===== src/hdl/rsbs_pkg.sv =====
// Shared types, constants and helpers for the recency-sorted budget selector.
// No dependencies; every other file of the block refers to this package.
package rsbs_pkg;

    localparam int MAX_REGIONS_DEF = 64;
    localparam int ID_W            = 8;
    localparam int SIZE_W          = 48;
    localparam int TIME_W          = 63;
    localparam int PSHIFT_W        = 5;
    localparam int CFG_IDX_W       = 2;
    localparam int CFG_DATA_W      = 48;

    localparam logic [PSHIFT_W-1:0] PAGE_SHIFT_RST = PSHIFT_W'(12);

    // Configuration register indexes
    typedef enum logic [CFG_IDX_W-1:0] {
        CFG_BUDGET     = 2'd0,
        CFG_ONLINE     = 2'd1,
        CFG_THRESHOLD  = 2'd2,
        CFG_PAGE_SHIFT = 2'd3
    } cfg_idx_t;

    // Controller states
    typedef enum logic [1:0] {
        ST_LOAD,
        ST_SCAN,
        ST_PICK
    } state_t;

    // One stored region
    typedef struct packed {
        logic [ID_W-1:0]   id;
        logic [SIZE_W-1:0] size;
        logic [TIME_W-1:0] acc_time;
    } entry_t;

    // Region handed from the sorter to the selection stage
    typedef struct packed {
        logic              valid;
        logic [ID_W-1:0]   id;
        logic [SIZE_W-1:0] size;
        logic              last;
    } pick_t;

    // Configuration register contents
    typedef struct packed {
        logic [SIZE_W-1:0]   budget;
        logic                online;
        logic [SIZE_W-1:0]   threshold;
        logic [PSHIFT_W-1:0] page_shift;
    } cfg_t;

    // Round a size up to a whole number of pages; keeps the carry bit
    function automatic logic [SIZE_W:0] align_up(input logic [SIZE_W-1:0] size,
                                                 input logic [PSHIFT_W-1:0] shift);
        logic [SIZE_W:0] mask;
        mask = {(SIZE_W+1){1'b1}} << shift;
        return ({1'b0, size} + ~mask) & mask;
    endfunction

endpackage


===== src/hdl/rsbs_if.sv =====


interface rsbs_out_if;
    logic                          valid;
    logic                          ready;
    logic [rsbs_pkg::ID_W-1:0]     out_region_id;
    logic                          selected;
    logic [rsbs_pkg::SIZE_W-1:0]   rounded_size;
    logic                          end_of_list;

    modport source (output valid, out_region_id, selected, rounded_size, end_of_list,
                    input ready);
    modport sink   (input valid, out_region_id, selected, rounded_size, end_of_list,
                    output ready);
endinterface


===== src/hdl/rsbs_select.sv =====
// Budget selection: aligns each picked region, applies threshold and budget,
// and holds the result item in an output register. Depends on rsbs_pkg, rsbs_if.
module rsbs_select (
    input  logic              clk,
    input  logic              rst_n,
    input  rsbs_pkg::cfg_t    cfg,
    input  logic              start,
    input  rsbs_pkg::pick_t   pick,
    output logic              pick_ready,
    output logic              idle,
    rsbs_out_if.source        out_ch
);

    localparam int SW = rsbs_pkg::SIZE_W;

    logic                          s1_vld_reg;
    logic [rsbs_pkg::ID_W-1:0]     s1_id_reg;
    logic [SW:0]                   s1_aligned_reg;
    logic                          s1_elig_reg;
    logic                          s1_last_reg;
    logic [SW-1:0]                 rem_reg;

    logic                          out_vld_reg;
    logic [rsbs_pkg::ID_W-1:0]     out_id_reg;
    logic                          out_sel_reg;
    logic [SW-1:0]                 out_size_reg;
    logic                          out_last_reg;

    logic take;
    logic fire;
    logic chosen;

    assign pick_ready = !s1_vld_reg;
    assign idle       = !s1_vld_reg;
    assign take       = pick.valid && !s1_vld_reg;
    assign fire       = s1_vld_reg && (!out_vld_reg || out_ch.ready);
    assign chosen     = s1_elig_reg && (s1_aligned_reg < {1'b0, rem_reg});

    assign out_ch.valid         = out_vld_reg;
    assign out_ch.out_region_id = out_id_reg;
    assign out_ch.selected      = out_sel_reg;
    assign out_ch.rounded_size  = out_size_reg;
    assign out_ch.end_of_list   = out_last_reg;

    // Control: stage valid, output valid, remaining budget
    always_ff @(posedge clk or negedge rst_n)
    begin
        if (!rst_n)
        begin
            s1_vld_reg  <= 1'b0;
            out_vld_reg <= 1'b0;
            rem_reg     <= '0;
        end
        else
        begin
            if (take)
            begin
                s1_vld_reg <= 1'b1;
            end
            else if (fire)
            begin
                s1_vld_reg <= 1'b0;
            end

            if (fire)
            begin
                out_vld_reg <= 1'b1;
            end
            else if (out_ch.ready)
            begin
                out_vld_reg <= 1'b0;
            end

            // Load the budget (halved if online) at run start, spend it per choice
            if (start)
            begin
                rem_reg <= cfg.online ? (cfg.budget >> 1) : cfg.budget;
            end
            else if (fire && chosen)
            begin
                rem_reg <= rem_reg - s1_aligned_reg[SW-1:0];
            end
        end
    end

    // Align and check the threshold
    always_ff @(posedge clk)
    begin
        if (take)
        begin
            s1_id_reg      <= pick.id;
            s1_aligned_reg <= rsbs_pkg::align_up(pick.size, cfg.page_shift);
            s1_elig_reg    <= (pick.size >= cfg.threshold);
            s1_last_reg    <= pick.last;
        end
    end

    // Hold the result item; saturate the reported size
    always_ff @(posedge clk)
    begin
        if (fire)
        begin
            out_id_reg   <= s1_id_reg;
            out_sel_reg  <= chosen;
            out_size_reg <= s1_aligned_reg[SW] ? {SW{1'b1}} : s1_aligned_reg[SW-1:0];
            out_last_reg <= s1_last_reg;
        end
    end

endmodule


===== src/flat_wrapper.sv =====
// flat-port wrapper written by rule: the top's interface ports become plain ports
module rsbs_select_flat 
  (clk, rst_n, cfg, start, pick, pick_ready, idle, out_ch_valid, out_ch_out_region_id, out_ch_selected, out_ch_rounded_size, out_ch_end_of_list, out_ch_ready);
  rsbs_out_if out_ch_i ();
  input  logic clk;
  input  logic rst_n;
  input  rsbs_pkg::cfg_t cfg;
  input  logic start;
  input  rsbs_pkg::pick_t pick;
  output logic pick_ready;
  output logic idle;
  output wire logic [$bits(out_ch_i.valid)-1:0] out_ch_valid;
  output wire logic [$bits(out_ch_i.out_region_id)-1:0] out_ch_out_region_id;
  output wire logic [$bits(out_ch_i.selected)-1:0] out_ch_selected;
  output wire logic [$bits(out_ch_i.rounded_size)-1:0] out_ch_rounded_size;
  output wire logic [$bits(out_ch_i.end_of_list)-1:0] out_ch_end_of_list;
  input wire logic [$bits(out_ch_i.ready)-1:0] out_ch_ready;
  assign out_ch_valid = out_ch_i.valid;
  assign out_ch_out_region_id = out_ch_i.out_region_id;
  assign out_ch_selected = out_ch_i.selected;
  assign out_ch_rounded_size = out_ch_i.rounded_size;
  assign out_ch_end_of_list = out_ch_i.end_of_list;
  assign out_ch_i.ready = out_ch_ready;
  rsbs_select u_core (.clk(clk), .rst_n(rst_n), .cfg(cfg), .start(start), .pick(pick), .pick_ready(pick_ready), .idle(idle), .out_ch(out_ch_i));
endmodule

===== config.mk =====
export PLATFORM = sky130hd
export DESIGN_NAME = rsbs_select_flat
export DESIGN_NICKNAME = d
export VERILOG_FILES = /design/src/hdl/rsbs_pkg.sv /design/src/hdl/rsbs_if.sv /design/src/hdl/rsbs_select.sv /design/src/flat_wrapper.sv
export SDC_FILE = /design/constraint.sdc
export NUM_CORES = 1
export LEC_CHECK = 0
export ABC_AREA = 0
export BUFFER_PORTS_ARGS = -buffer_cell sky130_fd_sc_hd__buf_2
export CORE_ASPECT_RATIO = 0.7
export CORE_MARGIN = 5
export CORE_UTILIZATION = 31
export DETAILED_ROUTE_END_ITERATION = 16
export GPL_ROUTABILITY_DRIVEN = 0
export PLACE_DENSITY_LB_ADDON = 0.05
export SYNTH_ARGS = -nofsm -noshare
export SYNTH_HDL_FRONTEND = slang
export SYNTH_SLANG_ARGS = --single-unit

===== constraint.sdc =====
create_clock -name clk -period 3.55 [get_ports clk]
set_clock_uncertainty 0.2 [all_clocks]
set_input_delay 0.1775 -clock clk [delete_from_list [all_inputs] [get_ports clk]]
set_output_delay 0.1775 -clock clk [all_outputs]
set_load 0.05 [all_outputs]

# Yosys cells after proc, flatten, opt, wreduce, memory -nomap -nowiden
# Cells that the tools add are included.
dict set report op_classes {
  addsub 2
  n_mul 0
  n_div 0
  n_lt_le_gt_ge 2
  eq_ne 0
  shifts 1
  mux 7
  n_bitwise 2
  reduce_logical 10
}
# op n
set ops {}
lappend ops {{two-way mux 48 bit} 3}
lappend ops {{adder 48 x 49 -> 49 bit} 1}
lappend ops {{bitwise AND 49 bit} 1}
lappend ops {{< comparator 49 x 48 -> 1 bit} 1}
lappend ops {{NOT 49 bit} 1}
lappend ops {{left shift 49 x 5 -> 49 bit (first input constant)} 1}
lappend ops {{>= comparator 48 bit} 1}
lappend ops {{subtractor 48 bit} 1}
lappend ops {{nonzero test 2 bit} 3}
lappend ops {{logical AND 1 bit} 4}
lappend ops {{two-way mux 1 bit} 4}
lappend ops {{logical NOT 1 bit} 2}
lappend ops {{logical OR 1 bit} 1}
dict set report totals {
  register_bits 167
  latchBits 0
  ramBits 0
  romBits 0
  out_inout_bits 61
  memories 0
}

# Longest topological paths before layout
# Gate-level depths: netlist of run 1.
dict set report depth {
  ltp_word 6
  mapped_depth 16
  ltp_nobuf 15
}

# Worst setup path before layout of run 1
# No wires, ideal clock.
dict set report synth_path {
  path_kind {reg-to-reg}
  startpoint {register u_core.out_vld_reg, in the netlist u_core.out_ch.valid}
  endpoint {register u_core.rem_reg[32]}
  t_arrival_ns 3.578
  setup_slack_ns -0.326
  stages_incl_launch_ff 6
  synth_period_minus_slack_ns 3.876
  path_cell_list {dfrtp_1 -> nand2b_1 -> and2_1 -> clkbuf_1 -> nand4_1 -> o221ai_1}
}
dict set report synth_between {
  elab_chain_cells 5
}
# item line_no
set synth_rtl {}
lappend synth_rtl {{from (decl)} rsbs_select.sv:23} ;# logic out_vld_reg;
lappend synth_rtl {{from (signal assigned)} rsbs_select.sv:51} ;# out_vld_reg <= 1'b0;
lappend synth_rtl {{from (signal assigned)} rsbs_select.sv:67} ;# out_vld_reg <= 1'b1;
lappend synth_rtl {{from (signal assigned)} rsbs_select.sv:71} ;# out_vld_reg <= 1'b0;
lappend synth_rtl {{logical NOT 1 bit} rsbs_select.sv:36} ;# assign fire = s1_vld_reg && (!out_vld_reg || out_ch.ready);
lappend synth_rtl {{logical OR 1 bit} rsbs_select.sv:36}
lappend synth_rtl {{logical AND 1 bit} rsbs_select.sv:36}
lappend synth_rtl {{net u_core.fire} rsbs_select.sv:30} ;# logic fire;
lappend synth_rtl {{logical AND 1 bit} rsbs_select.sv:79} ;# else if (fire && chosen)
lappend synth_rtl {{nonzero test 2 bit (no line)} --}
lappend synth_rtl {{to (signal assigned)} rsbs_select.sv:77} ;# rem_reg <= cfg.online ? (cfg.budget >> 1) : cfg.budget;
lappend synth_rtl {{to (signal assigned)} rsbs_select.sv:81} ;# rem_reg <= rem_reg - s1_aligned_reg[SW-1:0];
lappend synth_rtl {{to (decl)} rsbs_select.sv:21} ;# logic [SW-1:0] rem_reg;
# The timed path passes the listed nets, and every way through them passes these cells.
# A chain may end at the register's enable or synchronous reset.

# Worst setup path in the final report of run 1
dict set report layout_path {
  startpoint {register u_core.s1_aligned_reg[4]}
  endpoint {register u_core.rem_reg[38]}
}
dict set report layout_between {
  elab_chain_cells 4
  elab_cells_between_ends 7
  cone_classes {1 x add/sub; 1 x order compare; 2 x mux; 3 x reduce/logical}
}
# item line_no
set layout_rtl {}
lappend layout_rtl {{from (decl)} rsbs_select.sv:18} ;# logic [SW:0] s1_aligned_reg;
lappend layout_rtl {{from (signal assigned)} rsbs_select.sv:92} ;# s1_aligned_reg <= rsbs_pkg::align_up(pick.size, cfg.page_shift);
lappend layout_rtl {{< comparator 49 x 48 -> 1 bit} rsbs_select.sv:37} ;# assign chosen = s1_elig_reg && (s1_aligned_reg < {1'b0, rem_reg});
lappend layout_rtl {{logical AND 1 bit} rsbs_select.sv:37}
lappend layout_rtl {{logical AND 1 bit} rsbs_select.sv:79}
lappend layout_rtl {{nonzero test 2 bit (no line)} --}
# Parallel ways exist; a longest one is shown, timed or not. The select of a mux whose other input is x is not followed.

==> results.toml, run 1 <==
[status]
outcome = "complete, no violations"

[synthesis]
synth_edf_count = 117
synthMuxAreaShare_pct = 7.269
yosysWarningCount = 0
synth_compound_area_share_pct = 17.40
syn_inst = 1509
post-synth-top-area-fraction_pct = 25.14
synth_top_family_by_area = "compound AO/OA/AOI/OAI gates"
syn_nets = 1844
ys_seq_area_share_pct = 34.09
syn_area_mm2 = 0.01398
async_flop_share_pct = 29.94
synth-xor-area-share_pct = 5.640
yosys.area.top_type = "edfxtp_1"
synth-simple-area-share_pct = 13.55
avgSynthCellArea_um2 = 9.262
synthFlopType = "edfxtp_1"
yosysUniqueCellTypes = 78
synthTopCellsByArea = "edfxtp_1, ha_1, dfrtp_1, mux2i_1, inv_1"
ys_seq_elements = 167
synth_adder_area_share_pct = 15.56
synth_most_common_cell = "inv_1"
synth_commonest_cells = "inv_1, ha_1, edfxtp_1, a21oi_1, mux2i_1"

[setup_path]
startpoint_type = "register"
worstPathRequired_ps = 3720
cp.arrival_ps = 3600
critPathTopFamily = "compound AO/OA/AOI/OAI gates"
cp_common_cell = "buf_4"
crit_slowest_cell = "edfxtp_1"
cp.buffers_inverters = 4
setup.worst_path.start = "u_core.s1_aligned_reg[4]"
cp-end-kind = "register"
cp_max_fo = 3
regToRegStartpoint = "u_core.s1_aligned_reg[4]"
crit_type = "reg -> reg"
slowest_delay_ps = 540
path_cells = "buf_4 -> inv_1 -> ha_1 -> a21o_1 -> a211oi_2 -> a211o_1 -> a21oi_2 -> buf_4 -> o2111a_1 -> buf_4 -> o31a_1 -> o21ai_0 -> or3b_4 -> a22oi_2"

[clock_tree]
numCtsBuffers = 17
clk_latency_ps = 460
clock_path_buffers = 2
cts_max_level = 4
cts.clk_slew.worst_paths_ps = 70
cts_tree = "yes"
cts_root_buf = "clkbuf_16"
clkSinkCount = 167

[timing]
tightestPinTransition_ps = 891.3
fmax_mhz = 291.8
setup_viol = 0
slew_violations = 0
slew_headroom_pct = 40.58
period_share_pct = 96.53
hold_viol_final = 0
fin_ws_ps = 123.1
layout_min_cycle_time_ps = 3427

[finish]
finalNetCount = 2287
drive_gt1_share_pct = 26.16
diodes = 0
syn2layout_area_growth_pct = 33.53
largest_reg_flops = 49
instances_no_fill = 2568

[global_routing]
grt_max_degree = 40
grt_pass1_wl_um = 73090
grt_pass1_vias = 12220
grt-ovfl-total = 0
grt_antenna_before_repair = 1
grt_usage_pct = 18.86

[power_and_ir_drop]
clockPowerShare_pct = 20.0
powerDensity_mw_per_mm2 = 549.2
switchingPower_mw = 4.459
internal_power_mw = 5.790
p_sw_share_pct = 43.51
seq_power_share_pct = 29.6
combPwrFrac_pct = 50.4
vdd_drop_max_uv = 328.3
p_leak_nw = 9.094

[worst_hold_path]
hp-class = "in -> reg"
hp-start = "cfg[1]"

[floorplanning]
die_x_um = 263.8
die_h_um = 187.6
dieArea_mm2 = 0.04950
core_mm2 = 0.04481
std_cell_rows = 65
ios = 225
start_util_pct = 31.19

[routing]
drtPass1Iterations = 6
ant_nets = 0
post_drt_wl_per_cell_um = 18.35
vias_per_cell = 4.782
drt_iter0_markers = 688
wl_um = 47140
drc = 0
dr_total_vias = 12280

[placed_design]
pre_cts_ws_ps = -294.6
post-place-cells = 2431
io_buffers = 224
place_hpwl_um = 38190

[run]
max-cap-violations = 0
kinds of logic (layout without fill, tap and decap cells):
family,Yosys count,in the layout
AND/OR/NAND/NOR,373,373
AO/OA/AOI/OAI,370,370
buffers and inverters,235,691
adder cells (fa/ha/maj),173,173
flip-flops,167,167
multiplexers,101,101
XOR/XNOR,90,90
power by group through the flow:
stage                     Sequential (mW)  Combinational, mW  Clock (mW)
final                                3.03               5.16        2.05
after global routing                 3.09               5.68        2.19
after CTS                            3.04               5.10        2.12
after detailed placement             3.07               4.98           0
after global placement               3.07               5.00           0
after floorplan                      3.57               2.66           0
worst min-delay path: stages:
cell	delay [ps]
buf_2	100
nand3_1	80
nand2_1	90
nor2_1	70
repair_timing:
action	4_1_cts	5_1_grt
gates resized for setup	1	24
endpoints found under the setup margin	1	35
hold buffers	102	0
pin swaps	0	8
hold endpoints to repair	111	0
cloned	0	0
setup buffers	0	4
area by class of cell:
cell class	instances	area, um2
Fill cell	4463	26150
Timing Repair Buffer	484	3353
Sequential cell	167	4767
Tap cell	603	754.5
Clock inverter	15	222.7
Multi-Input combinational cell	1107	8482
Clock buffer	17	425.4
Inverter	175	656.9
routing by layer:
| metal | track usage (%) | share of wire [%] |
|---|---|---|
| met2 | 24.87 | 38 |
| met5 | 0 | 0.015 |
| met4 | 3.163 | 0.77 |
| met3 | 3.214 | 4.9 |
| met1 | 31.71 | 56 |
cell usage in the layout (no fill, tap or decap), drive strengths merged, types with 23 or more instances in the layout:
master,Yosys,routed
o21ai,61,61
nor3,23,23
xnor2,42,42
a21oi,116,116
dfrtp,50,50
xor2,48,48
or2,48,48
mux2i,97,97
ha,169,169
dlygate4sd3,0,102
nor2,88,88
buf,17,382
inv,175,182
nand3,26,26
edfxtp,117,117
nand2,82,82
a21o,67,67
nand4,30,30
path summary, 6_finish.rpt:
path,end,slack (ps),cells after the start
worst max-delay path,u_core.rem_reg[38],120,14
worst min-delay path,u_core.s1_aligned_reg[6],40,4
worst max register to register,u_core.rem_reg[38],120,14
worst min register to register,u_core.out_ch.out_region_id[0],220,0
max in group asynchronous,u_core.rem_reg[23],2150,3
min in group asynchronous,u_core.rem_reg[7],180,2
through the flow:
stage / util (%) / hold WS (ps) / area (um2) / power (mW) / TNS, ps
final: 41.64 / 41.88 / 18660 / 10.25 / 0
after global routing: 41.64 / 44.36 / 18660 / 10.96 / -0.05196
after CTS: 41.35 / 13.89 / 18530 / 10.26 / 0
after detailed placement: 37.61 / 156.1 / 16850 / 8.047 / -3827
after global placement: 37.61 / 127.8 / 16850 / 8.073 / -2872
after floorplan: - / -318.1 / 14030 / 6.227 / -639.0
Power figures use the tool's default switching activity.
==> inputs of run 2 (changes only) <==
--- a/config.mk
+++ b/config.mk
@@ -12,7 +12,6 @@
 export CORE_UTILIZATION = 31
 export DETAILED_ROUTE_END_ITERATION = 16
 export GPL_ROUTABILITY_DRIVEN = 0
-export PLACE_DENSITY_LB_ADDON = 0.05
 export SYNTH_ARGS = -nofsm -noshare
 export SYNTH_HDL_FRONTEND = slang
 export SYNTH_SLANG_ARGS = --single-unit
==> run 2 against run 1 <==
Against the previous run: sequential share of layout area increased by 0.53 points; critical path depth decreased by 1; fmax about the same; via count increased by 1.7%; combinational power decreased by 5.2%; total power down 3.5%; worst setup slack worse by 2.1 ps; largest power group unchanged; register-to-register slack about the same; clock power shrank 2%; critical endpoint is now u_core.rem_reg[42]; utilization fell by 0.87 points; final area shrank 2.1%; non-clock buffer count fell by 46.
==> results.toml, run 2 (same netlist as run 1, synthesis figures left out) <==
[floorplanning]
dieArea_mm2 = 0.04950
core_mm2 = 0.04481
start_util_pct = 31.19
die_x_um = 263.8
ios = 225
std_cell_rows = 65
die_h_um = 187.6

[timing]
period_share_pct = 96.59
layout_min_cycle_time_ps = 3429
slew_violations = 0
slew_headroom_pct = 47.41
tightestPinTransition_ps = 788.9
setup_viol = 0
fmax_mhz = 291.6
fin_ws_ps = 121.0
hold_viol_final = 0

[routing]
drtPass1Iterations = 4
drt_iter0_markers = 737
dr_total_vias = 12490
wl_um = 42690
vias_per_cell = 4.952
post_drt_wl_per_cell_um = 16.93
ant_nets = 0
drc = 0

[finish]
diodes = 0
layout_commonest_cell = "buf_2"
fillers = 4344
largest_reg_flops = 49
finalNetCount = 2241
drive_gt1_share_pct = 24.18
final_cell_mix = "buf_2, inv_1, ha_1"
syn2layout_area_growth_pct = 30.75
fin_util_pct = 40.78

[setup_path]
worstPathRequired_ps = 3700
startpoint_type = "register"
crit_slowest_cell = "edfxtp_1"
cp-end-kind = "register"
path_cells = "ha_2 -> fa_1 -> nand2b_1 -> a21o_1 -> a211o_1 -> a21oi_2 -> buf_4 -> o2111a_1 -> nor3_1 -> o31ai_1 -> xor2_1 -> nand2b_1 -> a22oi_1"
cp_common_cell = "nand2b_1"
crit_type = "reg -> reg"
slowest_delay_ps = 460
cp_max_fo = 3
cp.arrival_ps = 3580

[clock_tree]
cts_root_buf = "clkbuf_16"
numCtsBuffers = 17
cts_max_level = 4
clock_path_buffers = 2
cts_tree = "yes"
cts.clk_slew.worst_paths_ps = 70
clk_latency_ps = 440
clkSinkCount = 167

[global_routing]
grt_pass1_vias = 12430
grt_max_degree = 61
grt_usage_pct = 16.71
grt-ovfl-total = 0
grt_antenna_before_repair = 0
grt_pass1_wl_um = 67270

[power_and_ir_drop]
totalPowerFinal_mw = 9.886
vdd_drop_max_uv = 375.4
p_leak_nw = 8.879
powerDensity_mw_per_mm2 = 541.0

[placed_design]
io_buffers = 224
place_hpwl_um = 34460
pre_cts_ws_ps = -288.2

[run]
max-cap-violations = 0

[status]
outcome = "complete, no violations"

[worst_hold_path]
hp-class = "in -> reg"
-- run 2: cell count changes in the layout (fill, tap and decap cells not counted), sizes merged --
cell         before  now
dlygate4sd3     102  100
clkinv            5    6
buf             382  338
inv             182  181
-- run 2: what timing repair did --
action	in CTS	in global routing
endpoints found under the setup margin	0	54
endpoints found under the hold margin	107	0
buffers inserted	0	4
hold buffers	100	0
resized for setup	0	16
-- run 2: path summary, 6_finish.rpt --
path | from | end | slack, ps | depth (start not counted)
setup / recovery | u_core.s1_aligned_reg[0] | u_core.rem_reg[42] | 120 | 13
min in group asynchronous | rst_n | u_core.s1_vld_reg | 120 | 2
max in group asynchronous | rst_n | u_core.rem_reg[15] | 2250 | 3
setup reg to reg | u_core.s1_aligned_reg[0] | u_core.rem_reg[42] | 120 | 13
hold / removal | cfg[4] | u_core.s1_aligned_reg[15] | 40 | 3
hold reg to reg | u_core.s1_id_reg[4] | u_core.out_ch.out_region_id[4] | 220 | 0
-- run 2: per-layer routing --
layer,part of all wire (%),track usage [%],up-vias
met1,50,24.91,5909
met2,43,25.57,387
met5,0,0,-
met4,2.0,4.675,0
met3,5.2,2.046,47
li1,-,-,6146
-- run 2: area by class of cell --
type,count,area [um2],area share (%)
Clock buffer,17,425.4,2.328
Clock inverter,15,210.2,1.150
Inverter,175,656.9,3.595
Multi-Input combinational cell,1107,8447,46.22
Sequential cell,167,4765,26.07
Tap cell,603,754.5,4.129
Timing Repair Buffer,438,3015,16.50
-- run 2: critical path: cells and delay by family, from the launching register on --
family / cells / cell delay (ps)
fa+ha+maj: 2 / 630
xor+xnor: 1 / 220
buf+inv: 1 / 150
flops: 1 / 460
compound gates: 6 / 1360
simple gates: 3 / 330
-- run 2: where the power goes --
group | internal [mW] | leakage [nW] | switching [mW]
registers | 2.68 | 1.67 | 0.322
clock network | 1.08 | 0.305 | 0.913
logic | 1.87 | 6.90 | 3.02
total | 5.63 | 8.88 | 4.25
-- run 2: metrics by stage --
| stage | hold slack [ps] | setup TNS [ps] | cells | instance area (um2) |
|---|---|---|---|---|
| after global routing | 49.68 | -16.10 | 2522 | 18270 |
| after floorplan | -318.1 | -639.0 | 1509 | 14030 |
| final | 39.13 | 0 | 2522 | 18270 |
| after detailed placement | 58.66 | -3806 | 2386 | 16530 |
| after CTS | 16.22 | 0 | 2518 | 18160 |
| after global placement | 50.78 | -2951 | 2386 | 16530 |
==> inputs of run 3 (changes only) <==
--- a/config.mk
+++ b/config.mk
@@ -12,6 +12,8 @@
 export CORE_UTILIZATION = 31
 export DETAILED_ROUTE_END_ITERATION = 16
 export GPL_ROUTABILITY_DRIVEN = 0
+export PLACE_DENSITY_LB_ADDON = 0.2
+export SETUP_SLACK_MARGIN = 0.4
 export SYNTH_ARGS = -nofsm -noshare
 export SYNTH_HDL_FRONTEND = slang
 export SYNTH_SLANG_ARGS = --single-unit
==> constraint.sdc (replaced) <==
create_clock -name clk -period 3 [get_ports clk]
set_clock_uncertainty 0.2 [all_clocks]
set_input_delay 0.15 -clock clk [delete_from_list [all_inputs] [get_ports clk]]
set_output_delay 0.15 -clock clk [all_outputs]
set_load 0.05 [all_outputs]
==> run 3 against run 2 <==
Against the previous run: the flow now finishes with violations (setup timing); fmax increased by 1.7%; cell count is 8.6% higher; register-to-register slack lost 490 ps; worst setup slack worse by 490 ps; die area unchanged; non-clock buffer count up 215; first-iteration DRC count increased by 3.0%; hold slack got worse by 17 ps; routed wire length rose by 15%; flip-flop and latch count stayed put; sequential share of layout area fell by 3.7 points; sequential power grew 19%; critical path type unchanged; largest cell class unchanged; largest power group unchanged.
==> results.toml, run 3 (same netlist as run 1, synthesis figures left out) <==
[worst_hold_path]
hp-start = "pick[1]"
worstHoldEndpoint = "u_core.s1_aligned_reg[0]"
hold_path_depth = 4
hp-class = "in -> reg"

[setup_path]
crit_type = "reg -> reg"
rr_worst_depth = 11
cp-end-kind = "register"
cp_max_fo = 3
cp.arrival_ps = 3540
startpoint_type = "register"
worstPathRequired_ps = 3170
setup.worst_path.start = "u_core.s1_aligned_reg[1]"
worstReg2RegEnd = "u_core.rem_reg[38]"
r2r_slack_ps = -370
regToRegStartpoint = "u_core.s1_aligned_reg[1]"

[timing]
fmax_mhz = 296.5
setup_viol = 75
hold_viol_final = 0
slew_violations = 0
slew_headroom_pct = 53.84
hold_ws_ps = 21.67
tightestPinTransition_ps = 692.4
layout_min_cycle_time_ps = 3373
period_share_pct = 112.4
fin_tns_setup_ps = -12750
fin_ws_ps = -373.2
rsz0062_at_grt = "yes"

[floorplanning]
std_cell_rows = 65
die_h_um = 187.6
die_x_um = 263.8
start_util_pct = 31.19
dieArea_mm2 = 0.04950
ios = 225
core_mm2 = 0.04481

[routing]
ant_nets = 0
wl_um = 48920
dr_total_vias = 13290
vias_per_cell = 4.852
drtPass1Iterations = 5
drt_iter0_markers = 759
drc = 0
post_drt_wl_per_cell_um = 17.86

[finish]
largest_reg_flops = 49
drive_gt1_share_pct = 38.97
final_cell_mix = "buf_4, buf_2, inv_1"
fin_util_pct = 47.47
layout_commonest_cell = "buf_4"
syn2layout_area_growth_pct = 52.19
stdcell_area_mm2 = 0.02127
finalNetCount = 2457

[placed_design]
place_area_mm2 = 0.01799
place_hpwl_um = 37850
io_buffers = 224

[global_routing]
grt_usage_pct = 19.17
grt_antenna_before_repair = 0
grt-ovfl-total = 0
grt_max_degree = 59
grt_pass1_wl_um = 75800
grt_pass1_vias = 13260

[clock_tree]
cts_root_buf = "clkbuf_16"
numCtsBuffers = 17
clkSinkCount = 167
cts.clk_slew.worst_paths_ps = 80
clock_path_buffers = 2
clk_latency_ps = 460
cts_tree = "yes"
cts_max_level = 4

[run]
max-cap-violations = 0

[power_and_ir_drop]
powerDensity_mw_per_mm2 = 628.2
p_leak_nw = 10.23
vdd_drop_max_uv = 491.1

[status]
violations = "setup timing"
outcome = "finished with violations"
[run 3: cell count changes in the layout (fill, tap and decap cells not counted), moves of 17 or more]
cell	previous run	this run
a21oi_1	108	82
a21oi_2	8	28
buf_4	111	285
buf_6	0	37
ha_1	166	149
o21ai_0	54	37
[run 3: metal layers]
metal | GRT usage, % | vias up | part of all wire, %
met5 | 0 | - | 0
met4 | 3.402 | 0 | 1.1
met3 | 2.427 | 36 | 5.6
met2 | 27.33 | 400 | 41
met1 | 30.99 | 6242 | 52
li1 | - | 6611 | -
[run 3: metrics by stage]
step | power, mW | std cells | setup slack [ps]
6_report | 13.36 | 2739 | -373.2
5_1_grt | 14.13 | 2738 | -424.9
4_1_cts | 13.06 | 2726 | -311.8
3_5_place_dp | 10.05 | 2560 | -781.1
3_3_place_gp | 10.02 | 2560 | -775.9
2_1_floorplan | 7.506 | 1509 | -610.3
[run 3: critical path: stages (launching register included)]
cell and delay, ps:
edfxtp_1 560, buf_4 220, fa_2 360, nand2b_4 150
a21o_1 200, a211o_1 320, a21oi_4 190, o2111a_2 250
o31a_1 180, nor3_1 60, or3b_1 400, a22oi_2 180
[run 3: timing repair]
item / CTS / global route
gates resized for setup: 163 / 74
gates cloned: 6 / 0
hold endpoints to repair: 99 / 0
pin swaps: 91 / 39
setup endpoints to repair: 90 / 91
hold buffers: 98 / 0
setup buffers: 30 / 12
[run 3: area by class of cell]
| type | instances | area, um2 |
|---|---|---|
| inverter | 175 | 659.4 |
| timing repair buffer | 653 | 4893 |
| fill | 4172 | 23540 |
| sequential | 167 | 4765 |
| clock buffer | 17 | 425.4 |
| clock inverter | 15 | 193.9 |
| antenna | 1 | 2.502 |
| tap | 603 | 754.5 |
| multi-input combinational | 1108 | 9577 |
[run 3: worst max-delay path by stage]
stage | slack [ps] | endpoint
CTS | -310 | u_core.rem_reg[38]
finish | -370 | u_core.rem_reg[38]
global route | -420 | u_core.s1_aligned_reg[44]
floorplan | -610 | u_core.s1_aligned_reg[44]
global placement | -780 | u_core.s1_aligned_reg[46]
detailed placement | -780 | u_core.s1_aligned_reg[44]
[run 3: power by group]
part / switching, mW / internal, mW
clock network: 1.17 / 1.15
registers: 0.400 / 3.17
logic: 4.26 / 3.22
total: 5.83 / 7.53
