## src/hdl/rsbs_pkg.sv

```systemverilog
// Shared types, constants and helpers for the recency-sorted budget selector.
// No dependencies; every other file of the block refers to this package.
package rsbs_pkg;

    localparam int MAX_REGIONS_DEF = 64;
    localparam int ID_W            = 8;
    localparam int SIZE_W          = 48;
    localparam int TIME_W          = 63;
    localparam int PSHIFT_W        = 5;
    localparam int CFG_IDX_W       = 2;
    localparam int CFG_DATA_W      = 48;

    localparam logic [PSHIFT_W-1:0] PAGE_SHIFT_RST = PSHIFT_W'(12);

    // Configuration register indexes
    typedef enum logic [CFG_IDX_W-1:0] {
        CFG_BUDGET     = 2'd0,
        CFG_ONLINE     = 2'd1,
        CFG_THRESHOLD  = 2'd2,
        CFG_PAGE_SHIFT = 2'd3
    } cfg_idx_t;

    // Controller states
    typedef enum logic [1:0] {
        ST_LOAD,
        ST_SCAN,
        ST_PICK
    } state_t;

    // One stored region
    typedef struct packed {
        logic [ID_W-1:0]   id;
        logic [SIZE_W-1:0] size;
        logic [TIME_W-1:0] acc_time;
    } entry_t;

    // Region handed from the sorter to the selection stage
    typedef struct packed {
        logic              valid;
        logic [ID_W-1:0]   id;
        logic [SIZE_W-1:0] size;
        logic              last;
    } pick_t;

    // Configuration register contents
    typedef struct packed {
        logic [SIZE_W-1:0]   budget;
        logic                online;
        logic [SIZE_W-1:0]   threshold;
        logic [PSHIFT_W-1:0] page_shift;
    } cfg_t;

    // Round a size up to a whole number of pages; keeps the carry bit
    function automatic logic [SIZE_W:0] align_up(input logic [SIZE_W-1:0] size,
                                                 input logic [PSHIFT_W-1:0] shift);
        logic [SIZE_W:0] mask;
        mask = {(SIZE_W+1){1'b1}} << shift;
        return ({1'b0, size} + ~mask) & mask;
    endfunction

endpackage

```

## src/hdl/rsbs_if.sv

```systemverilog
// Valid/ready channel interfaces for region items and result items.
// Depends on rsbs_pkg for field widths.
interface rsbs_in_if;
    logic                          valid;
    logic                          ready;
    logic [rsbs_pkg::ID_W-1:0]     region_id;
    logic [rsbs_pkg::SIZE_W-1:0]   region_size;
    logic [rsbs_pkg::TIME_W-1:0]   access_time_us;
    logic                          final_region;

    modport source (output valid, region_id, region_size, access_time_us, final_region,
                    input ready);
    modport sink   (input valid, region_id, region_size, access_time_us, final_region,
                    output ready);
endinterface


```

## src/hdl/rsbs_ctrl.sv

```systemverilog
// Load and sort controller: stores regions, then scans the store once per
// output slot to find the most recent unused entry. Depends on rsbs_pkg,
// rsbs_if and drives an rsbs_entry_mem instance through its ports.
module rsbs_ctrl #(
    parameter int MAX_REGIONS = rsbs_pkg::MAX_REGIONS_DEF
) (
    input  logic                             clk,
    input  logic                             rst_n,
    rsbs_in_if.sink                          in_ch,
    input  logic                             sel_idle,
    output logic                             start,
    output logic                             mem_we,
    output logic [$clog2(MAX_REGIONS)-1:0]   mem_waddr,
    output rsbs_pkg::entry_t                 mem_wdata,
    output logic                             mem_re,
    output logic [$clog2(MAX_REGIONS)-1:0]   mem_raddr,
    input  rsbs_pkg::entry_t                 mem_rdata,
    output rsbs_pkg::pick_t                  pick,
    input  logic                             pick_ready
);

    localparam int IDX_W = $clog2(MAX_REGIONS);
    localparam int CNT_W = $clog2(MAX_REGIONS + 1);
    localparam logic [CNT_W-1:0] CNT_MAX = CNT_W'(MAX_REGIONS);
    localparam logic [CNT_W-1:0] CNT_ONE = CNT_W'(1);

    rsbs_pkg::state_t        state_reg, state_next;
    logic [CNT_W-1:0]        count_reg;
    logic [CNT_W-1:0]        scan_addr_reg;
    logic [CNT_W-1:0]        emit_cnt_reg;
    logic                    rd_vld_reg;
    logic [IDX_W-1:0]        rd_idx_reg;
    logic [MAX_REGIONS-1:0]  used_reg;
    logic                    best_vld_reg;
    logic [IDX_W-1:0]        best_idx_reg;
    rsbs_pkg::entry_t        best_reg;

    logic load_acc;
    logic store;
    logic issue;
    logic scan_done;
    logic hit;
    logic pick_acc;
    logic last_pick;

    assign load_acc  = in_ch.valid && in_ch.ready;
    assign store     = load_acc && (count_reg < CNT_MAX);
    assign issue     = (state_reg == rsbs_pkg::ST_SCAN) && (scan_addr_reg < count_reg);
    assign scan_done = (state_reg == rsbs_pkg::ST_SCAN) && !issue && !rd_vld_reg;
    // Strictly greater keeps the earliest-loaded entry among equal times
    assign hit       = rd_vld_reg && !used_reg[rd_idx_reg] &&
                       (!best_vld_reg || (mem_rdata.acc_time > best_reg.acc_time));
    assign pick_acc  = (state_reg == rsbs_pkg::ST_PICK) && pick_ready;
    assign last_pick = (emit_cnt_reg == CNT_W'(count_reg - CNT_ONE));

    // Next state
    always_comb
    begin
        state_next = state_reg;
        case (state_reg)
            rsbs_pkg::ST_LOAD:
            begin
                if (load_acc && in_ch.final_region)
                begin
                    state_next = rsbs_pkg::ST_SCAN;
                end
            end
            rsbs_pkg::ST_SCAN:
            begin
                if (scan_done)
                begin
                    state_next = rsbs_pkg::ST_PICK;
                end
            end
            rsbs_pkg::ST_PICK:
            begin
                if (pick_acc)
                begin
                    state_next = last_pick ? rsbs_pkg::ST_LOAD : rsbs_pkg::ST_SCAN;
                end
            end
            default:
            begin
                state_next = rsbs_pkg::ST_LOAD;
            end
        endcase
    end

    // Outputs
    always_comb
    begin
        in_ch.ready       = (state_reg == rsbs_pkg::ST_LOAD) && sel_idle;
        start             = load_acc && in_ch.final_region;
        mem_we            = store;
        mem_waddr         = count_reg[IDX_W-1:0];
        mem_wdata.id       = in_ch.region_id;
        mem_wdata.size     = in_ch.region_size;
        mem_wdata.acc_time = in_ch.access_time_us;
        mem_re            = issue;
        mem_raddr         = scan_addr_reg[IDX_W-1:0];
        pick.valid        = (state_reg == rsbs_pkg::ST_PICK);
        pick.id           = best_reg.id;
        pick.size         = best_reg.size;
        pick.last         = last_pick;
    end

    // Control registers
    always_ff @(posedge clk or negedge rst_n)
    begin
        if (!rst_n)
        begin
            state_reg     <= rsbs_pkg::ST_LOAD;
            count_reg     <= '0;
            scan_addr_reg <= '0;
            emit_cnt_reg  <= '0;
            rd_vld_reg    <= 1'b0;
            used_reg      <= '0;
            best_vld_reg  <= 1'b0;
        end
        else
        begin
            state_reg  <= state_next;
            rd_vld_reg <= issue;

            // Count stored regions; drop loads past the end
            if (store)
            begin
                count_reg <= count_reg + CNT_ONE;
            end

            // Start the first scan pass
            if (load_acc && in_ch.final_region)
            begin
                scan_addr_reg <= '0;
                emit_cnt_reg  <= '0;
                best_vld_reg  <= 1'b0;
            end

            // Advance the read address
            if (issue)
            begin
                scan_addr_reg <= scan_addr_reg + CNT_ONE;
            end

            if (hit)
            begin
                best_vld_reg <= 1'b1;
            end

            // Retire the picked entry and start the next pass, or end the run
            if (pick_acc)
            begin
                scan_addr_reg <= '0;
                best_vld_reg  <= 1'b0;
                emit_cnt_reg  <= emit_cnt_reg + CNT_ONE;
                if (last_pick)
                begin
                    count_reg <= '0;
                    used_reg  <= '0;
                end
                else
                begin
                    used_reg[best_idx_reg] <= 1'b1;
                end
            end
        end
    end

    // Scan payload
    always_ff @(posedge clk)
    begin
        rd_idx_reg <= scan_addr_reg[IDX_W-1:0];
        if (hit)
        begin
            best_reg     <= mem_rdata;
            best_idx_reg <= rd_idx_reg;
        end
    end

endmodule

```

## src/flat_wrapper.sv

```systemverilog
// flat-port wrapper written by rule: the top's interface ports become plain ports
module rsbs_ctrl_flat 
#(
    parameter int MAX_REGIONS = rsbs_pkg::MAX_REGIONS_DEF
)
  (clk, rst_n, sel_idle, start, mem_we, mem_waddr, mem_wdata, mem_re, mem_raddr, mem_rdata, pick, pick_ready, in_ch_valid, in_ch_region_id, in_ch_region_size, in_ch_access_time_us, in_ch_final_region, in_ch_ready);
  rsbs_in_if in_ch_i ();
  input  logic clk;
  input  logic rst_n;
  input  logic sel_idle;
  output logic start;
  output logic mem_we;
  output logic [$clog2(MAX_REGIONS)-1:0] mem_waddr;
  output rsbs_pkg::entry_t mem_wdata;
  output logic mem_re;
  output logic [$clog2(MAX_REGIONS)-1:0] mem_raddr;
  input  rsbs_pkg::entry_t mem_rdata;
  output rsbs_pkg::pick_t pick;
  input  logic pick_ready;
  input wire logic [$bits(in_ch_i.valid)-1:0] in_ch_valid;
  input wire logic [$bits(in_ch_i.region_id)-1:0] in_ch_region_id;
  input wire logic [$bits(in_ch_i.region_size)-1:0] in_ch_region_size;
  input wire logic [$bits(in_ch_i.access_time_us)-1:0] in_ch_access_time_us;
  input wire logic [$bits(in_ch_i.final_region)-1:0] in_ch_final_region;
  output wire logic [$bits(in_ch_i.ready)-1:0] in_ch_ready;
  assign in_ch_i.valid = in_ch_valid;
  assign in_ch_i.region_id = in_ch_region_id;
  assign in_ch_i.region_size = in_ch_region_size;
  assign in_ch_i.access_time_us = in_ch_access_time_us;
  assign in_ch_i.final_region = in_ch_final_region;
  assign in_ch_ready = in_ch_i.ready;
  rsbs_ctrl #(.MAX_REGIONS(MAX_REGIONS)) u_core (.clk(clk), .rst_n(rst_n), .in_ch(in_ch_i), .sel_idle(sel_idle), .start(start), .mem_we(mem_we), .mem_waddr(mem_waddr), .mem_wdata(mem_wdata), .mem_re(mem_re), .mem_raddr(mem_raddr), .mem_rdata(mem_rdata), .pick(pick), .pick_ready(pick_ready));
endmodule
```

## config.mk

```make
export PLATFORM = sky130hd
export DESIGN_NAME = rsbs_ctrl_flat
export DESIGN_NICKNAME = d
export VERILOG_FILES = /design/src/hdl/rsbs_pkg.sv /design/src/hdl/rsbs_if.sv /design/src/hdl/rsbs_ctrl.sv /design/src/flat_wrapper.sv
export SDC_FILE = /design/constraint.sdc
export NUM_CORES = 1
export LEC_CHECK = 0
export ABC_AREA = 1
export BUFFER_PORTS_ARGS = -buffer_cell sky130_fd_sc_hd__buf_4
export CAP_MARGIN = 25
export CORE_MARGIN = 2
export CORE_UTILIZATION = 35
export DETAILED_ROUTE_END_ITERATION = 10
export PLACE_DENSITY = 0.62
export SYNTH_ARGS = -nofsm -noshare
export SYNTH_HDL_FRONTEND = slang
export SYNTH_SLANG_ARGS = --single-unit
```

## constraint.sdc

```tcl
create_clock -name clk -period 8.7 [get_ports clk]
set_input_delay 0.435 -clock clk [delete_from_list [all_inputs] [get_ports clk]]
set_output_delay 0.435 -clock clk [all_outputs]
set_load 0.05 [all_outputs]
```

Word-level counts from Yosys, hierarchy flattened
Cells that the tools add are included.
{"block": "op_classes", "add_sub_neg": 4, "n_lt_le_gt_ge": 6, "n_eq_ne": 6, "mux": 20, "bitwise": 1, "reduce_logical": 21}
{"operator": "$mux W64", "n": 1}
{"operator": "$or A64 B64 Y64", "n": 1}
{"operator": "$gt A63 B63 Y1", "n": 1}
{"operator": "$mux W7", "n": 7}
{"operator": "$add A7 B1 Y7 const B", "n": 3}
{"operator": "$lt A6 B7 Y1 const B", "n": 2}
{"operator": "$logic_and A1 B1 Y1", "n": 11}
{"operator": "$eq A7 B7 Y1", "n": 1}
{"operator": "$lt A7 B7 Y1", "n": 1}
{"operator": "$lt A7 B7 Y1 const B", "n": 1}
{"operator": "$sub A7 B1 Y7 const B", "n": 1}
{"operator": "$bmux W1 S6", "n": 1}
{"operator": "$demux W1 S6", "n": 1}
{"operator": "$ge A6 B1 Y1 const B", "n": 1}
{"operator": "$mux W1", "n": 6}
{"operator": "$mux W2", "n": 3}
{"operator": "$pmux W2 S3", "n": 1}
{"operator": "$reduce_bool A3 Y1", "n": 2}
{"operator": "$logic_not A1 Y1", "n": 4}
{"operator": "$ne A2 B1 Y1 const B", "n": 2}
{"operator": "$reduce_and A3 Y1", "n": 1}
{"operator": "$eq A2 B1 Y1 const B", "n": 1}
{"operator": "$eq A2 B2 Y1 const B", "n": 1}
{"operator": "$logic_not A2 Y1", "n": 1}
{"operator": "other kinds (3)", "n": 3}
{"block": "word_totals", "ff_bits": 220, "elab_cells": 70}

Longest topological paths before layout
Gate-level depths: netlist (run 1).
{"block": "logic_depth", "word_depth": 7, "depth_mapped": 17, "depth_no_buf": 17}

Worst setup path before layout (run 1)
No wires, ideal clock.
{"block": "synth_timing", "path_kind": "input port to flip-flop", "start": "in mem_rdata[62] (netlist bit)", "end": "reg u_core.best_idx_reg[0] (enable)", "arrival_time_ps": 4401, "t_required_ps": 8201, "path_slack_ps": 3800, "cell_stages": 14, "path_buffers": 0, "cell_sequence": "ha_1 -> nand2_1 -> nor2_1 -> nand2_1 -> nor2_1 -> nand2_1 -> nor2_1 -> nand2_1 -> nand2_1 -> nor2_1 -> nand2_1 -> nand2_1 -> nand2_1 -> and2_1"}
{"block": "synth_via", "elab_chain_cells": 3}
{"element": "from (decl)", "line_no": "flat_wrapper.sv:17", "text": "input rsbs_pkg::entry_t mem_rdata;"}
{"element": "$gt A63 B63 Y1", "line_no": "rsbs_ctrl.sv:52", "text": "(!best_vld_reg || (mem_rdata.acc_time > best_reg.acc_time));"}
{"element": "$logic_or A1 B1 Y1", "line_no": "rsbs_ctrl.sv:52"}
{"element": "$logic_and A1 B1 Y1", "line_no": "rsbs_ctrl.sv:51", "text": "assign hit = rd_vld_reg && !used_reg[rd_idx_reg] &&"}
{"element": "net u_core.hit", "line_no": "rsbs_ctrl.sv:42", "text": "logic hit;"}
{"element": "to (signal assigned)", "line_no": "rsbs_ctrl.sv:176", "text": "best_idx_reg <= rd_idx_reg;"}
{"element": "to (decl)", "line_no": "rsbs_ctrl.sv:35", "text": "logic [IDX_W-1:0] best_idx_reg;"}
The timed path passes the listed nets, and every way through them passes these cells.
A chain may end at the register's enable or synchronous reset.

Worst setup path after layout (run 1)
{"block": "layout_timing", "start": "reg u_core.rd_idx_reg[1]", "end": "reg u_core.best_reg, in the netlist u_core.pick[36] (enable)"}
{"block": "layout_via", "elab_chain_cells": 5}
{"element": "from (decl)", "line_no": "rsbs_ctrl.sv:32", "text": "logic [IDX_W-1:0] rd_idx_reg;"}
{"element": "from (signal assigned)", "line_no": "rsbs_ctrl.sv:172", "text": "rd_idx_reg <= scan_addr_reg[IDX_W-1:0];"}
{"element": "$bmux W1 S6", "line_no": "rsbs_ctrl.sv:51"}
{"element": "$mux W1 (not written as such)", "line_no": "rsbs_ctrl.sv:51"}
{"element": "$logic_not A1 Y1", "line_no": "rsbs_ctrl.sv:51"}
{"element": "$logic_and A1 B1 Y1 (2 in a row)", "line_no": "rsbs_ctrl.sv:51"}
{"element": "net u_core.hit", "line_no": "rsbs_ctrl.sv:42"}
{"element": "to (signal assigned)", "line_no": "rsbs_ctrl.sv:175", "text": "best_reg <= mem_rdata;"}
{"element": "to (decl)", "line_no": "rsbs_ctrl.sv:36", "text": "rsbs_pkg::entry_t best_reg;"}
The timed path passes the listed nets, and every way through them passes these cells. The select of a mux whose other input is x is not followed.

==> flow_summary.json, run 1 <==
{
  "clock_skew_ns": 0.0288,
  "root_buffer": "clkbuf_16",
  "worstHoldStart": "mem_rdata[92]",
  "cts_tree": "done",
  "synth_area_per_cell_um2": 9.68,
  "worst_path_max_delay_cell": "dfxtp_1",
  "period_minus_slack_ns": 3.88,
  "post_cts_buffers": 0,
  "die_y_um": 191,
  "worstPathRequired_ns": 8.90,
  "cp-start-kind": "flop",
  "place.port_buffers": 198,
  "cp_max_fo": 59,
  "io_pins": 437,
  "drt-initial-drc-count": 470,
  "start_util_pct": 35.4,
  "syn-cell-area_um2": 12200,
  "routed_wl_um": 27400,
  "cts.htree.levels": 1,
  "final_common_cell": "buf_4",
  "gp_congestion": 0.800,
  "slowest_delay_ns": 0.62,
  "finalWorstSetupSlack_ns": 4.82,
  "synthFlopType": "edfxtp_1",
  "status": "complete, no violations",
  "peakVddDrop_v": 0.000276,
  "die_x_um": 191,
  "max_freq_ghz": 0.258,
  "synthArstFlopShare_pct": 40.5,
  "holdWs_ns": 0.0610,
  "leakagePower_nw": 6.52,
  "slew_violations": 0,
  "gr-total-overflow": 0,
  "synthCells": 1260,
  "slew_headroom_pct": 36.8,
  "netlist_top_cells_area": "edfxtp_1 (31%), dfrtp_1 (18%), buf_4 (12%)",
  "ys_warn_count": 0,
  "rr_worst_depth": 12,
  "rsz0062_at_grt": "false",
  "critPathArrivalTime_ns": 4.07,
  "synthToLayoutAreaGrowth_pct": 11.9,
  "rows": 68,
  "clock_sinks": 220,
  "synth_edf_count": 125,
  "drc": 0,
  "n_antenna_cell": 0,
  "viasPerCell": 4.60,
  "track_usage_pct": 14.7,
  "cts_buffer_depth": 3,
  "dp_hpwl_um": 19700,
  "path_class": "reg2reg",
  "core_area_um2": 34500,
  "total_power_mw": 4.54,
  "period_share_pct": 44.6,
  "critPathCaptureType": "flop",
  "worst_pin_slew_ns": 0.947,
  "synth_top_area_share_pct": 30.8,
  "fillCellCount": 3410,
  "grt_max_degree": 86,
  "largest_register_ffs": 64,
  "ys_ff_latch": 220,
  "cts_made_buffers": 26,
  "r2r-end": "u_core.pick[36]$_DFFE_PP_",
  "power.density_nw_per_um2": 333,
  "timing.critical_path.mode_cell": "nand3_1",
  "grt_pass1_wl_um": 42400,
  "yosysTopAreaCell": "edfxtp_1",
  "clkLatencyLatePin_ns": 0.55,
  "drt-pass1-iter-count": 4,
  "antenna_found_initial": 0,
  "fin_setup_tns_ns": 0,
  "final_hold_viol_count": 0,
  "grt_pass1_vias": 7885,
  "syn-num-nets": 1577,
  "setup_viol": 0,
  "pre_cts_ws_ns": 4.62,
  "final_layout_size_suffix_gt1_share_pct": 30.1,
  "path_clk_slew_ns": 0.06,
  "vias": 8085,
  "hp-class": "in2reg",
  "min_to": "u_core.pick[30]$_DFFE_PP_",
  "ys_seq_area_share_pct": 50.0,
  "finalNetCount": 1598,
  "r2r_slack_ns": 4.82,
  "wl_per_cell_um": 15.6,
  "max_cap_violations": 0,
  "ant_nets": 0,
  "dieArea_um2": 36300,
  "crit_chain": "inv_1, nand3_1, nand3_1, nand2_1, nand2_1, nand3_1, nand3_1, nand2_1, nor2_1, and2_4, buf_4, buf_16",
  "whs_path_depth": 1,
  "timing.rr.start": "u_core.rd_idx_reg[1]$_DFF_P_",
  "layout_common_cells": "buf_4 (201), nand2_1 (193), edfxtp_1 (125)",
  "ys_types": 44
}
-- worst max-delay path: cells and delay by family (launching register included) --
family,cells,cell delay (ns)
simple gates,9,1.47
buf+inv,3,1.37
flops,1,0.62
-- power by group --
part           switching [mW]  internal, mW  leakage [nW]
clock network           0.433         0.680         0.439
registers               0.207          1.50          2.38
logic                    1.20         0.526          3.70
total                    1.84          2.71          6.52
-- final cells by class --
| cell class | instances | area [um^2] | share of cell area, % |
|---|---|---|---|
| multi-input cells | 627 | 3760 | 27.6 |
| clock inverters | 12 | 158 | 1.16 |
| repair buffers | 203 | 1550 | 11.3 |
| inverters | 203 | 766 | 5.61 |
| well taps | 455 | 569 | 4.17 |
| clock buffers | 36 | 733 | 5.38 |
| flip-flops and latches | 220 | 6100 | 44.7 |
-- stage by stage --
stage	utilization [%]	cell area, um^2	cells
floorplan	-	12200	1260
global placement	36.9	12700	1706
detailed placement	36.9	12700	1706
CTS	39.5	13600	1755
global route	39.6	13600	1756
finish	39.6	13600	1756
-- what timing repair did --
action | CTS | global route
endpoints found under the hold margin | 33 | 0
resized for setup | 0 | 0
hold buffers | 1 | 0
-- how the worst max path moves through the flow --
stage                                 start                                to  slack, ns  depth (start not counted)
6_report       u_core.rd_idx_reg[1]$_DFF_P_         u_core.pick[36]$_DFFE_PP_       4.82                         12
5_1_grt        u_core.rd_idx_reg[1]$_DFF_P_         u_core.pick[13]$_DFFE_PP_       4.53                         12
4_1_cts        u_core.rd_idx_reg[1]$_DFF_P_         u_core.pick[36]$_DFFE_PP_       4.58                         11
3_5_place_dp   u_core.rd_idx_reg[1]$_DFF_P_         u_core.pick[50]$_DFFE_PP_       4.62                         11
3_3_place_gp   u_core.rd_idx_reg[1]$_DFF_P_         u_core.pick[22]$_DFFE_PP_       4.59                         11
2_1_floorplan                 mem_rdata[62]  u_core.best_idx_reg[0]$_DFFE_PP_       3.80                         14
-- metal layers --
metal | track usage [%] | routed length [um] | vias up
met5 | 0 | 0 | -
met4 | 4.26 | 711 | 0
met3 | 4.64 | 2410 | 53
met2 | 23.4 | 12300 | 332
met1 | 19.3 | 12000 | 3735
li1 | - | - | 3965
-- cells in the mapped netlist (8+ instances only) --
cell      count
buf_2         8
buf_4       190
dfrtp_1      89
nand2_1     193
nand3_1      69
nor2_1       89
a21oi_1      33
ha_1         73
xor2_1       14
edfxtp_1    125
nand4_1      20
inv_2        76
o21ai_2      60
o21ai_0      22
inv_1       124
nor4_1       10
-- logic make-up after synthesis --
kind of cell / synth area share [%]
buf+inv: 19.1
flops: 50.0
compound gates: 7.68
xor+xnor: 1.22
fa+ha+maj: 7.49
simple gates: 14.5
Power figures use the tool's default switching activity.
==> run 2, diff against run 1 <==
- ABC_AREA: 1 -> 0
- PLACE_DENSITY: 0.62 -> 0.65
- clock period: 8.7 -> 3.2 ns (I/O delays scaled with it)
==> run 2 against run 1 <==
  * Clock power increased to 2.7 times the previous value
  * Critical path type unchanged
  * Largest power group unchanged
  * Final cell count down 7.4%
  * Combinational power grew to 2.9 times the previous value
==> flow_summary.json, run 2 <==
{
  "status": "complete, no violations",
  "fin_setup_tns_ns": 0,
  "ys_types": 59,
  "synth_area_per_cell_um2": 11.3,
  "path_buf_inv": 1,
  "pre_cts_ws_ns": 0.138,
  "leakagePower_nw": 6.43,
  "rows": 66,
  "cp_max_fo": 22,
  "netlist_top_cells_area": "edfxtp_1 (33%), dfrtp_1 (20%), buf_4 (12%)",
  "max_cap_violations": 0,
  "crit_chain": "mux4_2, mux2_4, a31o_1, o32a_1, a311oi_4, buf_4",
  "clock_skew_ns": 0.0143,
  "hp-class": "in2reg",
  "max_freq_ghz": 0.333,
  "setup.worst_path.start": "u_core.rd_idx_reg[0]$_DFF_P_",
  "grt_pass1_vias": 7886,
  "die_x_um": 184,
  "dieArea_um2": 33900,
  "setup_viol": 0,
  "core_area_um2": 32300,
  "slew_headroom_pct": 33.0,
  "grt_max_degree": 58,
  "dp_cells": 1455,
  "clkPwrFrac_pct": 23.3,
  "holdWs_ns": 0.0270,
  "ant_nets": 0,
  "syn-num-nets": 1324,
  "period_share_pct": 93.9,
  "critPathCaptureType": "flop",
  "worst_pin_slew_ns": 1.00,
  "p_comb_share_pct": 38.5,
  "netSwitchingFraction_pct": 38.8,
  "root_buffer": "clkbuf_16",
  "ys_warn_count": 0,
  "timing.rr.start": "u_core.rd_idx_reg[0]$_DFF_P_",
  "slowest_delay_ns": 0.55,
  "worstHoldStart": "in_ch_final_region",
  "place.port_buffers": 198,
  "finalNetCount": 1479,
  "p_int_mw": 7.82,
  "ys_ff_latch": 220,
  "yosysTopAreaCell": "edfxtp_1",
  "p_sw_mw": 4.95,
  "peakVddDrop_v": 0.000500,
  "drc": 0,
  "period_minus_slack_ns": 3.00,
  "final_layout_size_suffix_gt1_share_pct": 24.0,
  "pwr-share-seq_pct": 38.1,
  "synthFlopType": "edfxtp_1",
  "clock_sinks": 220,
  "ys_seq_area_share_pct": 53.6,
  "gr-total-overflow": 0,
  "synth_top_area_share_pct": 33.0,
  "routed_wl_um": 27500,
  "wl_per_cell_um": 16.9,
  "post_cts_buffers": 0,
  "antenna_found_initial": 4,
  "final_hold_viol_count": 0,
  "start_util_pct": 35.2,
  "synthMostInstantiatedCell": "buf_4",
  "syn-cell-area_um2": 11400,
  "layout_common_cells": "buf_4 (215), edfxtp_1 (125), dlygate4sd3_1 (121)",
  "final_common_cell": "buf_4",
  "synthCells": 1007,
  "critPathArrivalTime_ns": 3.19,
  "io_pins": 437,
  "largest_register_ffs": 64,
  "final_util_pct": 44.1,
  "synthArstFlopShare_pct": 40.5,
  "cts_tree": "done",
  "gp_congestion": 0.819,
  "cts_made_buffers": 26,
  "drt-initial-drc-count": 361,
  "vias": 7689,
  "finalWorstSetupSlack_ns": 0.195,
  "rsz0062_at_grt": "false",
  "path_clk_slew_ns": 0.06,
  "path_class": "reg2reg",
  "cp_top_family": "compound AO/OA/AOI/OAI gates",
  "drt-pass1-iter-count": 4,
  "slew_violations": 0,
  "clkLatencyLatePin_ns": 0.52,
  "stdcell_count": 1626,
  "synthTopCellsByCount": "buf_4 (188), edfxtp_1 (125), a21oi_1 (95), nor2_1 (90), dfrtp_1 (89)",
  "power.density_nw_per_um2": 897,
  "cts.htree.levels": 1,
  "dp_hpwl_um": 19200,
  "synth_edf_count": 125,
  "synthToLayoutAreaGrowth_pct": 25.3,
  "worstPathRequired_ns": 3.39,
  "viasPerCell": 4.73,
  "track_usage_pct": 15.7,
  "cp-start-kind": "flop",
  "grt_pass1_wl_um": 42400,
  "die_y_um": 184,
  "cts_buffer_depth": 3,
  "worst_path_max_delay_cell": "mux4_2"
}
-- run 2: worst paths after layout --
path / to / slack (ns) / depth (start not counted)
worst max-delay path: u_core.pick[43]$_DFFE_PP_ / 0.20 / 6
worst min-delay path: u_core.emit_cnt_reg[6]$_DFFE_PN0P_ / 0.03 / 4
worst max register to register: u_core.pick[43]$_DFFE_PP_ / 0.20 / 6
worst min register to register: u_core.used_reg[63]$_DFFE_PN0P_ / 0.49 / 2
max in group asynchronous: u_core.used_reg[27]$_DFFE_PN0P_ / 2.24 / 3
min in group asynchronous: u_core.used_reg[38]$_DFFE_PN0P_ / 0.20 / 2
-- run 2: cells by family (layout without fill, tap and decap cells) --
| kind of cell | after synthesis | in the layout | synth area share, % |
|---|---|---|---|
| AOI/OAI and AO/OA | 159 | 159 | 8.19 |
| and+or+nand+nor | 224 | 224 | 9.39 |
| DFF | 220 | 220 | 53.6 |
| buffers and inverters | 294 | 468 | 16.1 |
| muxes | 26 | 26 | 3.81 |
| other | 0 | 3 | 0 |
| xor gates and xnor gates | 11 | 11 | 0.847 |
| adders and majority gates | 73 | 73 | 8.03 |
-- run 2: area by class of cell --
class | count | area (um^2)
fill | 2928 | 18000
antenna | 3 | 7.51
inverter | 79 | 297
multi-input combinational | 493 | 3470
timing repair buffer | 342 | 2950
tap | 442 | 553
sequential | 220 | 6100
clock buffer | 30 | 708
clock inverter | 17 | 165
-- run 2: through the flow --
step / area [um^2] / total power [mW]
finish: 14200 / 12.8
CTS: 14200 / 12.9
detailed placement: 12100 / 9.73
floorplan: 11400 / 7.86
global placement: 12100 / 9.62
global route: 14200 / 13.5
-- run 2: per-layer routing --
metal	global-route usage [%]	vias to the layer above	share of wire, %
met5	0	-	0
met4	5.18	0	2.7
met3	3.36	56	6.7
met2	27.5	297	48
met1	19.3	3685	42
li1	-	3651	-
-- run 2: power by group through the flow --
stage               sequential (mW)  combinational [mW]  clock, mW
floorplan                      4.37                3.49          0
global placement               4.89                4.73          0
detailed placement             4.92                4.81          0
CTS                            4.87                4.96       3.06
global route                   4.97                5.34       3.16
finish                         4.87                4.92       2.98
-- run 2: what timing repair did --
item	4_1_cts	5_1_grt
resized for setup	0	1
endpoints found under the hold margin	162	0
endpoints found under the setup margin	0	116
hold buffers	121	0
-- run 2: tightest hold or removal path: stages --
cell and delay (ns):
buf_4 0.08, nand2_1 0.09, nand3_1 0.09, o21ai_0 0.07
==> run 3, diff against run 2 <==
- SETUP_SLACK_MARGIN: not set -> 0.3
==> run 3 against run 2 <==
  * Utilization up 0.53 points
  * Non-clock buffer count up 13
  * Via count up 0.39%
  * Design area up 1.2%
  * Die area unchanged
  * Wire length up 0.81%
  * Clock-buffer cell count unchanged
  * Critical path depth up 1
  * Sequential power about the same
  * Flip-flop and latch count unchanged
  * Highest routed layer unchanged
==> flow_summary.json, run 3 (same netlist as run 2, synthesis figures left out) <==
{
  "setup_viol": 0,
  "clock_sinks": 220,
  "power.density_nw_per_um2": 909,
  "routed_wl_um": 27700,
  "viasPerCell": 4.71,
  "total_power_mw": 13.1,
  "die_y_um": 184,
  "p_int_mw": 8.08,
  "final_common_cell": "buf_4",
  "vias": 7719,
  "slowest_delay_ns": 0.52,
  "critPathCaptureType": "flop",
  "cts_made_buffers": 26,
  "grt_pass1_wl_um": 42600,
  "path_buf_inv": 2,
  "multi_input_area_um2": 3480,
  "crit_chain": "mux4_2, mux2_4, a31o_1, o32a_1, a311oi_4, buf_6, bufbuf_16",
  "rows": 66,
  "die_x_um": 184,
  "dp_hpwl_um": 19200,
  "gp_congestion": 0.819,
  "hp-class": "in2reg",
  "netSwitchingFraction_pct": 38.4,
  "peakVddDrop_v": 0.000497,
  "p_sw_mw": 5.03,
  "seq_area_um2": 6110,
  "finalNetCount": 1492,
  "synthToLayoutAreaGrowth_pct": 26.8,
  "fillCellCount": 2904,
  "leakagePower_nw": 6.53,
  "grt_max_degree": 45,
  "path_clk_slew_ns": 0.06,
  "place.port_buffers": 198,
  "rsz0062_at_grt": "true",
  "slew_violations": 0,
  "cts_buffer_depth": 3,
  "slew_headroom_pct": 34.8,
  "pwr-share-seq_pct": 37.1,
  "status": "complete, no violations",
  "drt-initial-drc-count": 357,
  "stdcell_count": 1639,
  "wl_per_cell_um": 16.9,
  "core_area_um2": 32300,
  "dieArea_um2": 33900,
  "cts.htree.levels": 1,
  "worst_path_max_delay_cell": "mux4_2",
  "max_cap_violations": 0,
  "final_layout_size_suffix_gt1_share_pct": 25.2,
  "worstPathRequired_ns": 3.42,
  "antenna_found_initial": 4,
  "placed_area_um2": 12100,
  "largest_register_ffs": 64,
  "cp_top_family": "compound AO/OA/AOI/OAI gates",
  "clock_skew_ns": 0.0119,
  "final_hold_viol_count": 0,
  "fin_setup_tns_ns": 0,
  "layout_common_cells": "buf_4 (223), edfxtp_1 (125), dlygate4sd3_1 (121)",
  "period_share_pct": 88.9,
  "drc": 0,
  "worst_pin_slew_ns": 0.977,
  "ant_nets": 0,
  "max_freq_ghz": 0.351,
  "clkLatencyLatePin_ns": 0.52,
  "cts_tree": "done",
  "cp_max_fo": 28,
  "period_minus_slack_ns": 2.85,
  "path_class": "reg2reg",
  "root_buffer": "clkbuf_16",
  "clkPwrFrac_pct": 22.7,
  "track_usage_pct": 15.8,
  "dp_cells": 1455,
  "grt_pass1_vias": 7936,
  "io_pins": 437,
  "drt-pass1-iter-count": 4,
  "gr-total-overflow": 0,
  "p_comb_share_pct": 40.2,
  "start_util_pct": 35.2,
  "cp-start-kind": "flop",
  "critPathArrivalTime_ns": 3.07,
  "post-route-cell-area_um2": 14400
}
## run 3: what timing repair did
item | CTS | global route
endpoints found under the hold margin | 162 | 0
hold buffers | 121 | 0
gates resized for setup | 5 | 5
cloned | 1 | 1
pin swaps | 1 | 4
setup buffers | 4 | 7
endpoints found under the setup margin | 125 | 121
## run 3: area by class of cell
type / instances / share of cell area (%)
well taps: 442 / 3.84
clock buffers: 30 / 4.91
inverters: 79 / 2.06
multi-input cells: 493 / 24.2
flip-flops and latches: 220 / 42.4
clock inverters: 17 / 1.15
repair buffers: 355 / 21.5
diodes: 3 / 0.0521
## run 3: worst paths after layout
kind,from,endpoint,slack (ns),cells past startpoint
max,u_core.rd_idx_reg[0]$_DFF_P_,u_core.best_reg[8]$_DFFE_PP_,0.35,7
min,in_ch_final_region,u_core.emit_cnt_reg[6]$_DFFE_PN0P_,0.03,4
max reg2reg,u_core.rd_idx_reg[0]$_DFF_P_,u_core.best_reg[8]$_DFFE_PP_,0.35,7
min reg2reg,u_core.used_reg[63]$_DFFE_PN0P_,u_core.used_reg[63]$_DFFE_PN0P_,0.49,2
max in group asynchronous,rst_n,u_core.count_reg[5]$_DFF_PN0_,2.23,3
min in group asynchronous,rst_n,u_core.used_reg[38]$_DFFE_PN0P_,0.20,2
## run 3: power groups by stage
| stage | clock network (mW) | logic [mW] | registers (mW) |
|---|---|---|---|
| 2_1_floorplan | 0 | 3.49 | 4.37 |
| 3_3_place_gp | 0 | 4.73 | 4.89 |
| 3_5_place_dp | 0 | 4.81 | 4.92 |
| 4_1_cts | 3.06 | 5.15 | 4.86 |
| 5_1_grt | 3.16 | 5.69 | 4.96 |
| 6_report | 2.98 | 5.26 | 4.86 |
## run 3: through the flow
step           worst slack [ns]  utilization (%)  hold slack (ns)
4_1_cts                   0.316             44.3           0.0144
2_1_floorplan             -2.32                -           -0.136
3_3_place_gp              0.237             37.6            0.193
6_report                  0.354             44.7           0.0271
5_1_grt                   0.270             44.6           0.0233
3_5_place_dp              0.138             37.6            0.191
## run 3: per-layer routing
layer | GRT usage (%) | routed length (um)
met2 | 27.7 | 13400
met5 | 0 | 0
met3 | 3.50 | 1960
met4 | 5.18 | 746
met1 | 19.4 | 11600
## run 3: worst reg2reg max path, delay by kind of cell (launching register included)
family	cells	cell delay, ns
AO/OA/AOI/OAI	3	0.84
multiplexers	2	0.79
buffers and inverters	2	0.52
flip-flops	1	0.40
